### src/hw/rtl/prf_pkg.sv
// Shared types and constants for the page replacement unit.
package prf_pkg;

  localparam int unsigned FRAMES     = 8;
  localparam int unsigned PAGE_BITS  = 16;
  localparam int unsigned IDX_W      = $clog2(FRAMES);
  localparam int unsigned CNT_W      = $clog2(FRAMES + 1);
  localparam int unsigned RANK_W     = IDX_W;
  localparam int unsigned RANK_MAX   = FRAMES - 1;
  localparam int unsigned FAULT_W    = 32;
  localparam int unsigned CFG_IDX_W  = 2;
  localparam int unsigned CFG_DATA_W = 4;
  localparam int unsigned NFRAME_W   = 4;

  localparam logic [CFG_IDX_W-1:0] REG_POLICY_MODE   = CFG_IDX_W'(0);
  localparam logic [CFG_IDX_W-1:0] REG_FRAMES_IN_USE = CFG_IDX_W'(1);

  localparam logic POLICY_FIFO = 1'b0;
  localparam logic POLICY_LRU  = 1'b1;

  // Running result handed from cell to cell during the lookup sweep.
  typedef struct packed {
    logic                 hit;
    logic [IDX_W-1:0]     hit_idx;
    logic [RANK_W-1:0]    hit_rank;
    logic [RANK_W-1:0]    best_rank;
    logic [IDX_W-1:0]     best_idx;
    logic                 best_valid;
    logic [PAGE_BITS-1:0] best_page;
    logic                 fv_valid;
    logic [PAGE_BITS-1:0] fv_page;
  } scan_t;

  // Broadcast control from the sequencer to every cell.
  typedef struct packed {
    logic                 clear;
    logic                 scan_en;
    logic [IDX_W-1:0]     scan_idx;
    logic                 commit;
    logic                 fault;
    logic [IDX_W-1:0]     frame;
    logic [RANK_W-1:0]    old_rank;
    logic [PAGE_BITS-1:0] page;
    logic [CNT_W-1:0]     active_n;
    logic [IDX_W-1:0]     fifo_frame;
  } cell_ctl_t;

endpackage

### src/hw/rtl/page_replacement_fifo_lru_top.sv
// Page replacement unit: sequencer, registers and the chain of frame cells.
//
// Usage: page references arrive on the in channel (page_id_i, restart_i) under
// in_valid_i / in_stall_o, one result per reference leaves on the out channel
// (hit, frame, evicted page, fault count) under out_valid_o / out_stall_i.
// Registers policy_mode (index 0) and frames_in_use (index 1) are written on
// the cfg channel, which is always ready; write them only while idle.
// A request is swept through the frame cells one cell per cycle, and no new
// request is taken until the previous one has left the commit state. The
// sweep length is set by the cell chain, which carries the lookup and the LRU
// victim search.
// A restart request empties frames, ranks, FIFO pointer and fault count
// before its lookup; the registers keep their values.
// Reset empties everything and sets FIFO mode with all frames in use.
// While the receiver stalls, the result holds in the output register and
// the next request waits in the commit state until the register frees.
module page_replacement_fifo_lru_top import prf_pkg::*; (
  input  logic                  clk_i,
  input  logic                  rst_ni,
  input  logic                  in_valid_i,
  output logic                  in_stall_o,
  input  logic [PAGE_BITS-1:0]  page_id_i,
  input  logic                  restart_i,
  output logic                  out_valid_o,
  input  logic                  out_stall_i,
  output logic                  hit_o,
  output logic [IDX_W-1:0]      frame_index_o,
  output logic                  evicted_valid_o,
  output logic [PAGE_BITS-1:0]  evicted_page_o,
  output logic [FAULT_W-1:0]    fault_count_o,
  input  logic                  cfg_valid_i,
  output logic                  cfg_ready_o,
  input  logic [CFG_IDX_W-1:0]  cfg_index_i,
  input  logic [CFG_DATA_W-1:0] cfg_data_i
);

  typedef enum logic [2:0] {
    ST_IDLE   = 3'b001,
    ST_SCAN   = 3'b010,
    ST_COMMIT = 3'b100
  } state_e;

  state_e               state_q, state_d;
  logic                 policy_q;
  logic [NFRAME_W-1:0]  frames_q;
  logic [IDX_W-1:0]     oldest_q;
  logic [CNT_W-1:0]     filled_q;
  logic [FAULT_W-1:0]   faults_q, faults_d;
  logic [PAGE_BITS-1:0] ref_page_q;
  logic [CNT_W-1:0]     n_q, n_d;
  logic [IDX_W-1:0]     scan_idx_q;

  logic                 out_valid_q;
  logic                 hit_q;
  logic [IDX_W-1:0]     frame_q;
  logic                 ev_valid_q;
  logic [PAGE_BITS-1:0] ev_page_q;
  logic [FAULT_W-1:0]   faults_out_q;

  logic                 in_acc;
  logic                 clear;
  logic                 out_free;
  logic                 commit;
  logic                 fault;
  logic                 filling;
  logic [IDX_W-1:0]     fifo_f, fifo_next;
  logic [IDX_W-1:0]     frame_d;
  logic                 ev_d;
  logic [PAGE_BITS-1:0] evp_d;
  scan_t                res;
  cell_ctl_t            ctl;
  scan_t                carry_w [FRAMES];

  assign in_stall_o  = (state_q != ST_IDLE);
  assign in_acc      = in_valid_i && !in_stall_o;
  assign clear       = in_acc && restart_i;
  assign cfg_ready_o = 1'b1;
  assign out_free    = !out_valid_q || !out_stall_i;
  assign commit      = (state_q == ST_COMMIT) && out_free;
  assign res         = carry_w[FRAMES-1];
  assign fault       = !res.hit;
  assign filling     = filled_q < n_q;

  // Active frame count, clamped to one and to the number of cells.
  always_comb begin
    if (frames_q == '0) begin
      n_d = CNT_W'(1);
    end else if (32'(frames_q) > FRAMES) begin
      n_d = CNT_W'(FRAMES);
    end else begin
      n_d = CNT_W'(frames_q);
    end
  end

  always_comb begin
    fifo_f = (CNT_W'(oldest_q) < n_q) ? oldest_q : '0;
    fifo_next = ((CNT_W'(fifo_f) + CNT_W'(1)) >= n_q) ? '0 : fifo_f + IDX_W'(1);
  end

  always_comb begin
    frame_d = res.hit_idx;
    ev_d    = 1'b0;
    evp_d   = '0;
    if (fault) begin
      if (filling) begin
        frame_d = filled_q[IDX_W-1:0];
      end else if (policy_q == POLICY_FIFO) begin
        frame_d = fifo_f;
        ev_d    = res.fv_valid;
        evp_d   = res.fv_valid ? res.fv_page : '0;
      end else begin
        frame_d = res.best_idx;
        ev_d    = res.best_valid;
        evp_d   = res.best_valid ? res.best_page : '0;
      end
    end
  end

  assign faults_d = (fault && (faults_q != '1)) ? faults_q + FAULT_W'(1) : faults_q;

  always_comb begin
    ctl.clear      = clear;
    ctl.scan_en    = (state_q == ST_SCAN);
    ctl.scan_idx   = scan_idx_q;
    ctl.commit     = commit;
    ctl.fault      = fault;
    ctl.frame      = frame_d;
    ctl.old_rank   = res.hit ? res.hit_rank : RANK_W'(RANK_MAX);
    ctl.page       = ref_page_q;
    ctl.active_n   = n_q;
    ctl.fifo_frame = fifo_f;
  end

  always_comb begin
    state_d = state_q;
    case (state_q)
      ST_IDLE: begin
        if (in_acc) begin
          state_d = ST_SCAN;
        end
      end
      ST_SCAN: begin
        if (scan_idx_q == IDX_W'(FRAMES - 1)) begin
          state_d = ST_COMMIT;
        end
      end
      ST_COMMIT: begin
        if (out_free) begin
          state_d = ST_IDLE;
        end
      end
      default: state_d = ST_IDLE;
    endcase
  end

  for (genvar g = 0; g < FRAMES; g++) begin : g_cell
    scan_t carry_in;
    if (g == 0) begin : g_head
      assign carry_in = '0;
    end else begin : g_link
      assign carry_in = carry_w[g-1];
    end
    prf_cell u_cell (
      .clk_i   (clk_i),
      .rst_ni  (rst_ni),
      .idx_i   (IDX_W'(g)),
      .ctl_i   (ctl),
      .carry_i (carry_in),
      .carry_o (carry_w[g])
    );
  end

  always_ff @(posedge clk_i or negedge rst_ni) begin
    if (!rst_ni) begin
      state_q     <= ST_IDLE;
      policy_q    <= POLICY_FIFO;
      frames_q    <= NFRAME_W'(8);
      oldest_q    <= '0;
      filled_q    <= '0;
      faults_q    <= '0;
      scan_idx_q  <= '0;
      out_valid_q <= 1'b0;
    end else begin
      state_q <= state_d;
      if (cfg_valid_i) begin
        if (cfg_index_i == REG_POLICY_MODE) begin
          policy_q <= cfg_data_i[0];
        end else if (cfg_index_i == REG_FRAMES_IN_USE) begin
          frames_q <= cfg_data_i[NFRAME_W-1:0];
        end
      end
      if (clear) begin
        oldest_q <= '0;
        filled_q <= '0;
        faults_q <= '0;
      end else if (commit) begin
        faults_q <= faults_d;
        if (fault && filling) begin
          filled_q <= filled_q + CNT_W'(1);
        end else if (fault && (policy_q == POLICY_FIFO)) begin
          oldest_q <= fifo_next;
        end
      end
      if (in_acc) begin
        scan_idx_q <= '0;
      end else if (state_q == ST_SCAN) begin
        scan_idx_q <= scan_idx_q + IDX_W'(1);
      end
      // hold the result until the receiver takes it
      if (commit) begin
        out_valid_q <= 1'b1;
      end else if (!out_stall_i) begin
        out_valid_q <= 1'b0;
      end
    end
  end

  always_ff @(posedge clk_i) begin
    if (in_acc) begin
      ref_page_q <= page_id_i;
      n_q        <= n_d;
    end
    if (commit) begin
      hit_q        <= res.hit;
      frame_q      <= frame_d;
      ev_valid_q   <= ev_d;
      ev_page_q    <= evp_d;
      faults_out_q <= faults_d;
    end
  end

  assign out_valid_o     = out_valid_q;
  assign hit_o           = hit_q;
  assign frame_index_o   = frame_q;
  assign evicted_valid_o = ev_valid_q;
  assign evicted_page_o  = ev_page_q;
  assign fault_count_o   = faults_out_q;

`ifndef SYNTH
  a_hit_no_evict: assert property (@(posedge clk_i) disable iff (!rst_ni)
    out_valid_o && hit_o |-> !evicted_valid_o)
    else $error("hit result reports an eviction");

  a_evict_page_zero: assert property (@(posedge clk_i) disable iff (!rst_ni)
    out_valid_o && !evicted_valid_o |-> evicted_page_o == '0)
    else $error("evicted page not zero without eviction");

  a_filled_bound: assert property (@(posedge clk_i) disable iff (!rst_ni)
    32'(filled_q) <= FRAMES)
    else $error("fill count beyond frame count");

  a_fault_count: assert property (@(posedge clk_i) disable iff (!rst_ni)
    commit && fault && (faults_q != '1) |=> faults_q == $past(faults_q) + FAULT_W'(1))
    else $error("fault not counted");

  a_wait_in_commit: assert property (@(posedge clk_i) disable iff (!rst_ni)
    (state_q == ST_COMMIT) && out_valid_q && out_stall_i |=> state_q == ST_COMMIT)
    else $error("result overwritten while stalled");
`endif

endmodule

### src/hw/rtl/prf_cell.sv
// One page frame: stored page, valid bit, recency rank and a lookup stage.
module prf_cell import prf_pkg::*; (
  input  logic             clk_i,
  input  logic             rst_ni,
  input  logic [IDX_W-1:0] idx_i,
  input  cell_ctl_t        ctl_i,
  input  scan_t            carry_i,
  output scan_t            carry_o
);

  logic [PAGE_BITS-1:0] page_q;
  logic                 valid_q;
  logic [RANK_W-1:0]    rank_q;
  scan_t                carry_q, carry_d;
  logic                 active;
  logic                 match;
  logic                 mine;

  assign active  = CNT_W'(idx_i) < ctl_i.active_n;
  assign match   = active && valid_q && (page_q == ctl_i.page);
  assign mine    = (idx_i == ctl_i.frame);
  assign carry_o = carry_q;

  always_comb begin
    carry_d = carry_i;
    if (match && !carry_i.hit) begin
      carry_d.hit      = 1'b1;
      carry_d.hit_idx  = idx_i;
      carry_d.hit_rank = rank_q;
    end
    // Frame 0 seeds the victim search; later frames win only on a strictly older rank.
    if (active && ((rank_q > carry_i.best_rank) || (idx_i == '0))) begin
      carry_d.best_rank  = rank_q;
      carry_d.best_idx   = idx_i;
      carry_d.best_valid = valid_q;
      carry_d.best_page  = page_q;
    end
    if (idx_i == ctl_i.fifo_frame) begin
      carry_d.fv_valid = valid_q;
      carry_d.fv_page  = page_q;
    end
  end

  always_ff @(posedge clk_i) begin
    if (ctl_i.scan_en && (ctl_i.scan_idx == idx_i)) begin
      carry_q <= carry_d;
    end
    if (ctl_i.commit && ctl_i.fault && mine) begin
      page_q <= ctl_i.page;
    end
  end

  always_ff @(posedge clk_i or negedge rst_ni) begin
    if (!rst_ni) begin
      valid_q <= 1'b0;
      rank_q  <= '0;
    end else if (ctl_i.clear) begin
      valid_q <= 1'b0;
      rank_q  <= '0;
    end else if (ctl_i.commit) begin
      if (mine) begin
        rank_q <= '0;
        if (ctl_i.fault) begin
          valid_q <= 1'b1;
        end
      end else if (active && valid_q && (rank_q <= ctl_i.old_rank) &&
                   (rank_q != RANK_W'(RANK_MAX))) begin
        // age frames that were more recent than the touched one
        rank_q <= rank_q + RANK_W'(1);
      end
    end
  end

endmodule

### config.mk
export PLATFORM = sky130hd
export DESIGN_NAME = page_replacement_fifo_lru_top
export DESIGN_NICKNAME = d
export VERILOG_FILES = /design/src/hw/rtl/prf_pkg.sv /design/src/hw/rtl/page_replacement_fifo_lru_top.sv /design/src/hw/rtl/prf_cell.sv
export SDC_FILE = /design/constraint.sdc
export NUM_CORES = 1
export LEC_CHECK = 0
export BUFFER_PORTS_ARGS = -buffer_cell sky130_fd_sc_hd__clkbuf_2
export CORE_MARGIN = 5
export CORE_UTILIZATION = 30
export DETAILED_ROUTE_END_ITERATION = 12
export GPL_ROUTABILITY_DRIVEN = 0
export MAX_ROUTING_LAYER = met4
export PLACE_DENSITY = 0.49
export SYNTH_ARGS = -nofsm -noshare
export SYNTH_HDL_FRONTEND = slang
export SYNTH_SLANG_ARGS = --single-unit
### constraint.sdc
create_clock -name clk_i -period 4.6 [get_ports clk_i]
set_input_delay 0.92 -clock clk_i [delete_from_list [all_inputs] [get_ports clk_i]]
set_output_delay 0.92 -clock clk_i [all_outputs]
set_load 0.03 [all_outputs]
# Word-level counts from Yosys, hierarchy flattened
# Index checks and enable logic that the tools add are counted.
[word_totals]
word_cells = 439
reg_bits = 657
output_inout_bits = 56
[op_classes]
order_cmp = 27
n_mux = 108
n_reduce_logical = 129
addsub = 13
bitwise = 2
n_eq_ne = 49
[ops]
columns = ["op", "n"]
rows = [
  ["$mux W3", 54],
  ["$mux W23", 6],
  ["$mux W17", 8],
  ["$eq A16 B16 Y1", 8],
  ["$mux W32", 3],
  ["$logic_and A1 B1 Y1", 69],
  ["$mux W16", 3],
  ["$reduce_and A3 Y1", 11],
  ["$add A32 B1 Y32 const B", 1],
  ["$ne A32 B32 Y1 const B", 1],
  ["$add A3 B1 Y3 const B", 10],
  ["$mux W1", 28],
  ["$eq A3 B3 Y1 const A", 8],
  ["$le A3 B3 Y1", 8],
  ["$ne A3 B3 Y1 const B", 8],
  ["$reduce_bool A2 Y1", 12],
  ["$reduce_bool A3 Y1", 8],
  ["$gt A3 B3 Y1", 7],
  ["$reduce_and A2 Y1", 10],
  ["$lt A3 B4 Y1 const A", 4],
  ["$mux W4", 4],
  ["$eq A3 B3 Y1 const B", 5],
  ["$eq A2 B3 Y1 const A", 4],
  ["$logic_not A1 Y1", 11],
  ["23 further kinds", 37],
]

# Depth between registers and ports, before layout
[logic_depth]
ltp_word = 9
depth_mapped = 16
mapped_depth_nobuf = 15

# Modules after synthesis
# From an unflattened synthesis, not the netlist that was laid out.
[unflattened]
cells_unflattened = 2223
hier_area_um2 = 32387.3
[by_module_without_submodules]
columns = ["mod", "instances", "area_each_um2", "cells_each", "seq_area_each_um2"]
rows = [
  ["prf_cell at g_cell[0].u_cell ...", 6, 3248.1, 209, 1991.9],
  ["prf_cell at g_cell[6].u_cell ...", 2, 3264.4, 208, 1991.9],
  ["page_replacement_fifo_lru_top", 1, 6369.9, 553, 3470.8],
]

# Worst setup path after synthesis
# Ideal clock, no wire load.
[synth_timing]
path_kind = "input to register"
start = "in out_stall_i"
end = "reg ev_page_q[0], in the netlist evicted_page_o[0] (enable)"
cell_stages = 5
setup_ns = 0.438
arrival_time_ns = 3.192
slack_ns = 0.970
path_cell_list = "nand2_1 -> nand3_1 -> inv_1 -> buf_2 -> buf_1"
[synth_via]
elab_chain_cells = 3
[synth_rtl]
columns = ["item", "line_no", "text"]
rows = [
  ["start, declared", "page_replacement_fifo_lru_top.sv:25", "input logic out_stall_i,"],
  ["$logic_not A1 Y1", "--", ""],
  ["$logic_or A1 B1 Y1", "page_replacement_fifo_lru_top.sv:78", "assign out_free = !out_valid_q || !out_stall_i;"],
  ["$logic_and A1 B1 Y1", "page_replacement_fifo_lru_top.sv:79", "assign commit = (state_q == ST_COMMIT) && out_free;"],
  ["named net commit", "page_replacement_fifo_lru_top.sv:63", "logic commit;"],
  ["end signal, assigned", "page_replacement_fifo_lru_top.sv:227", "ev_page_q <= evp_d;"],
  ["end, declared", "page_replacement_fifo_lru_top.sv:57", "logic [PAGE_BITS-1:0] ev_page_q;"],
]
# The timed path passes the listed nets, and every way through them passes these cells.
# A chain may end at the register's enable or synchronous reset.

==> flow_summary.toml <==
[status]
status = "complete, no violations"

[timing]
period_needed_ns = 3.38
grt_setup_unrepaired = "false"
worst_slew_margin_rel = 0.163
layout_setup_ws_ns = 1.22
fin_crit_sh = 0.735
worst_slew_pin_slew_ns = 1.26
final.setup.tns_ns = 0
hold_viol_final = 0
final.hold.worst_slack_ns = 0.440
timing.fmax_ghz = 0.296
finClkSkew_ns = 0.0237
slew_viol_final = 0
finalSetupViolations = 0

[layout]
final_core_utilization = 0.349
num_antenna_cells = 0
drive_above_1_share = 0.276
count_of_placed_standard_cells_in_the_final_layout_fillers_left_out = 3439
fin_nets = 2212
final_cell_area_mm2 = 0.0336
syn2layout_area_growth_pct = 15.9

[synth]
yosys.area.top_type_share = 0.581
synth_edf_count = 560
yosysUniqueCellTypes = 73
synthCells = 1969
synth_top_area_cell = "sky130_fd_sc_hd__edfxtp_1"
most_area_consuming_cells_after_synthesis = "sky130_fd_sc_hd__edfxtp_1, sky130_fd_sc_hd__mux2_2, sky130_fd_sc_hd__dfrtp_1, sky130_fd_sc_hd__ha_1, sky130_fd_sc_hd__xnor2_1"
async_flop_share = 0.129
yosysMostFrequentCell = "sky130_fd_sc_hd__edfxtp_1"
sequential_fraction_of_the_synthesis_area = 0.652
yosys_most_used_dff = "sky130_fd_sc_hd__edfxtp_1"
synth-warning-count = 0
postSynthRegisterBits = 643
post_synth_most_frequent_cells = "sky130_fd_sc_hd__edfxtp_1, sky130_fd_sc_hd__mux2_2, sky130_fd_sc_hd__nand2_1"
postSynthNetCount = 2080
total_standard_cell_area_after_synthesis_mm2 = 0.0290
syn_area_per_cell_um2 = 14.7

[critical_path]
critical_path.top_delay_family = "simple AND/OR/NAND/NOR gates"
biggest_fanout_along_the_worst_timing_path = 18
crit_path_top_delay_cell = "sky130_fd_sc_hd__nand2_1"
timing.critical_path.cells = "inv_1 -> ha_1 -> a21oi_1 -> o21ai_0 -> nand2_1 -> and2_1 -> inv_1 -> ha_1 -> buf_4 -> nand2_1 -> mux2_2"
cp.arrival_ns = 3.74
regToRegSetupSlack_ns = 1.22
r2r.worst_path.cells = 11
timing.critical_path.buf_inv = 3
critPathKind = "reg2reg"
worst_path_largest_cell_delay_ns = 0.63
worstSetupStartpointType = "flip-flop"
timing.rr.start = "n_q[2]$_SDFFCE_PP0P_"
critPathCaptureType = "flip-flop"
reg2reg_to = "g_cell[4].u_cell.carry_o[2]$_DFFE_PP_"
worst_ep_required_time_ns = 4.96

[die]
io_pins = 84
core_mm2 = 0.0963
die_h_um = 321
floorplan.initialDensity = 0.301
die_area_mm2 = 0.103
chipWidth_um = 321
fp-row-count = 114

[power_and_ir_drop]
worst_ir_drop_vdd_mv = 0.208
leakage_nw = 11.8
power.density_cell_area_mw_per_mm2 = 407
p_total_mw = 13.6

[placed_design]
pre_cts_ws_ns = 1.26
place_area_mm2 = 0.0312
placedCellCount = 3301
post-dp-hpwl_um = 48800
port_buffers = 82

[clock_tree]
postCtsSetupRepairBufs = 0
clock_sinks = 643
ctsResizeCount = 0
holdBufCountCts = 0
cts-root-buf = "sky130_fd_sc_hd__clkbuf_16"
clk_transition_reported_paths_ns = 0.06
ctsLongestPathBuffers = 3
htree_levels = 3
cts-buffers-inserted = 74
cts_tree = "yes"
worstSkewPairLatency_ns = 0.63

[grt]
first_global_vias = 16829
grt_pass1_wl_um = 104000
antenna_violations_before_repair = 0
grt_start_max_net_pins = 61
grt_util_all_layers = 0.134
overflow = 0

[routing]
via_count = 15960
drt-pass1-iter-count = 5
wirelength_um = 67600
drt-vias-per-instance = 4.64
final_routed_wire_length_divided_by_cell_count_um = 19.7
drt_drc_violations_left = 0
ant_nets = 0
detailed_route_iter0_violations = 896

[hold_path]
worst_hold_path_type = "in2async"

[run]
drv.max_cap_violation_count = 0
-- routing by layer --
metal | wire length, um | vias up | GRT usage
li1 | - | 7644 | -
met1 | 32300 | 7926 | 0.182
met2 | 31200 | 285 | 0.208
met3 | 2540 | 105 | 0.0196
met4 | 1600 | 0 | 0.0415
met5 | 0 | - | -
-- worst reg2reg max path, delay by kind of cell, from the launching register on --
| family | cells | cell delay (ns) |
|---|---|---|
| DFF | 1 | 0.50 |
| buffers and inverters | 3 | 0.42 |
| AOI/OAI and AO/OA | 2 | 0.29 |
| and+or+nand+nor | 3 | 0.98 |
| muxes | 1 | 0.43 |
| adders and majority gates | 2 | 0.51 |
-- report_power, final --
part | switching [mW] | total, mW | internal, mW
registers | 0.210 | 6.82 | 6.61
clock network | 2.42 | 5.74 | 3.31
logic | 0.686 | 1.09 | 0.406
total | 3.32 | 13.6 | 10.3
-- area by class of cell --
class	count	area, um^2
fillers	9214	62700
flip-flops and latches	643	18900
multi-input cells	1189	9670
clock buffers	100	2000
well taps	1276	1600
repair buffers	138	833
clock inverters	38	360
inverters	55	209
-- layout by cell type, fill, tap and decap left out, types with 14 or more instances in the layout --
cell and instances:
sky130_fd_sc_hd__a21o_1 15, sky130_fd_sc_hd__a21oi_1 32, sky130_fd_sc_hd__a22oi_1 16, sky130_fd_sc_hd__a31oi_1 25
sky130_fd_sc_hd__and3_1 32, sky130_fd_sc_hd__buf_4 57, sky130_fd_sc_hd__clkbuf_1 22, sky130_fd_sc_hd__clkbuf_16 75
sky130_fd_sc_hd__clkbuf_2 81, sky130_fd_sc_hd__clkinv_1 14, sky130_fd_sc_hd__clkinv_2 14, sky130_fd_sc_hd__dfrtp_1 81
sky130_fd_sc_hd__edfxtp_1 560, sky130_fd_sc_hd__ha_1 83, sky130_fd_sc_hd__inv_1 54, sky130_fd_sc_hd__mux2_2 283
sky130_fd_sc_hd__nand2_1 122, sky130_fd_sc_hd__nand3_1 23, sky130_fd_sc_hd__nand4_1 19, sky130_fd_sc_hd__nor2_1 59
sky130_fd_sc_hd__nor2b_1 36, sky130_fd_sc_hd__nor3_1 15, sky130_fd_sc_hd__nor4_1 19, sky130_fd_sc_hd__o21ai_0 68
sky130_fd_sc_hd__o31ai_1 16, sky130_fd_sc_hd__or2_2 27, sky130_fd_sc_hd__xnor2_1 89, sky130_fd_sc_hd__xor2_1 73
-- registers in the layout, indices dropped and copies added, names as in the netlist, 4 cells and up --
name and count:
filled_q 4, g_cell.u_cell.rank_q 24, g_cell.u_cell.carry_o 359, g_cell.u_cell.valid_q 8
ref_page_q 16, fault_count_o 32, faults_q 32, frames_q 4
evicted_page_o 16, n_q 4, g_cell.u_cell.page_q 128
-- cells by family (layout without fill, tap and decap cells) --
| family | Yosys count | in the layout | share of synthesized area |
|---|---|---|---|
| simple gates | 423 | 423 | 0.0784 |
| compound gates | 227 | 227 | 0.0520 |
| flops | 643 | 643 | 0.652 |
| buf+inv | 137 | 331 | 0.0189 |
| fa+ha+maj | 83 | 83 | 0.0359 |
| other cells | 1 | 1 | 0.000129 |
| xor+xnor | 162 | 162 | 0.0490 |
| mux | 293 | 293 | 0.113 |
-- how the worst max path moves through the flow --
stage | startpoint | to | cells past startpoint
after floorplan | out_stall_i | evicted_page_o[0]$_SDFFCE_PP0P_ | 5
after global placement | n_q[2]$_SDFFCE_PP0P_ | oldest_q[0]$_DFFE_PN0P_ | 15
after detailed placement | n_q[2]$_SDFFCE_PP0P_ | g_cell[4].u_cell.carry_o[12]$_DFFE_PP_ | 11
after CTS | n_q[2]$_SDFFCE_PP0P_ | g_cell[4].u_cell.carry_o[16]$_DFFE_PP_ | 11
after global routing | n_q[2]$_SDFFCE_PP0P_ | oldest_q[1]$_DFFE_PN0P_ | 15
final | n_q[2]$_SDFFCE_PP0P_ | g_cell[4].u_cell.carry_o[2]$_DFFE_PP_ | 11
Note: power is estimated with default switching activity, not from simulation.
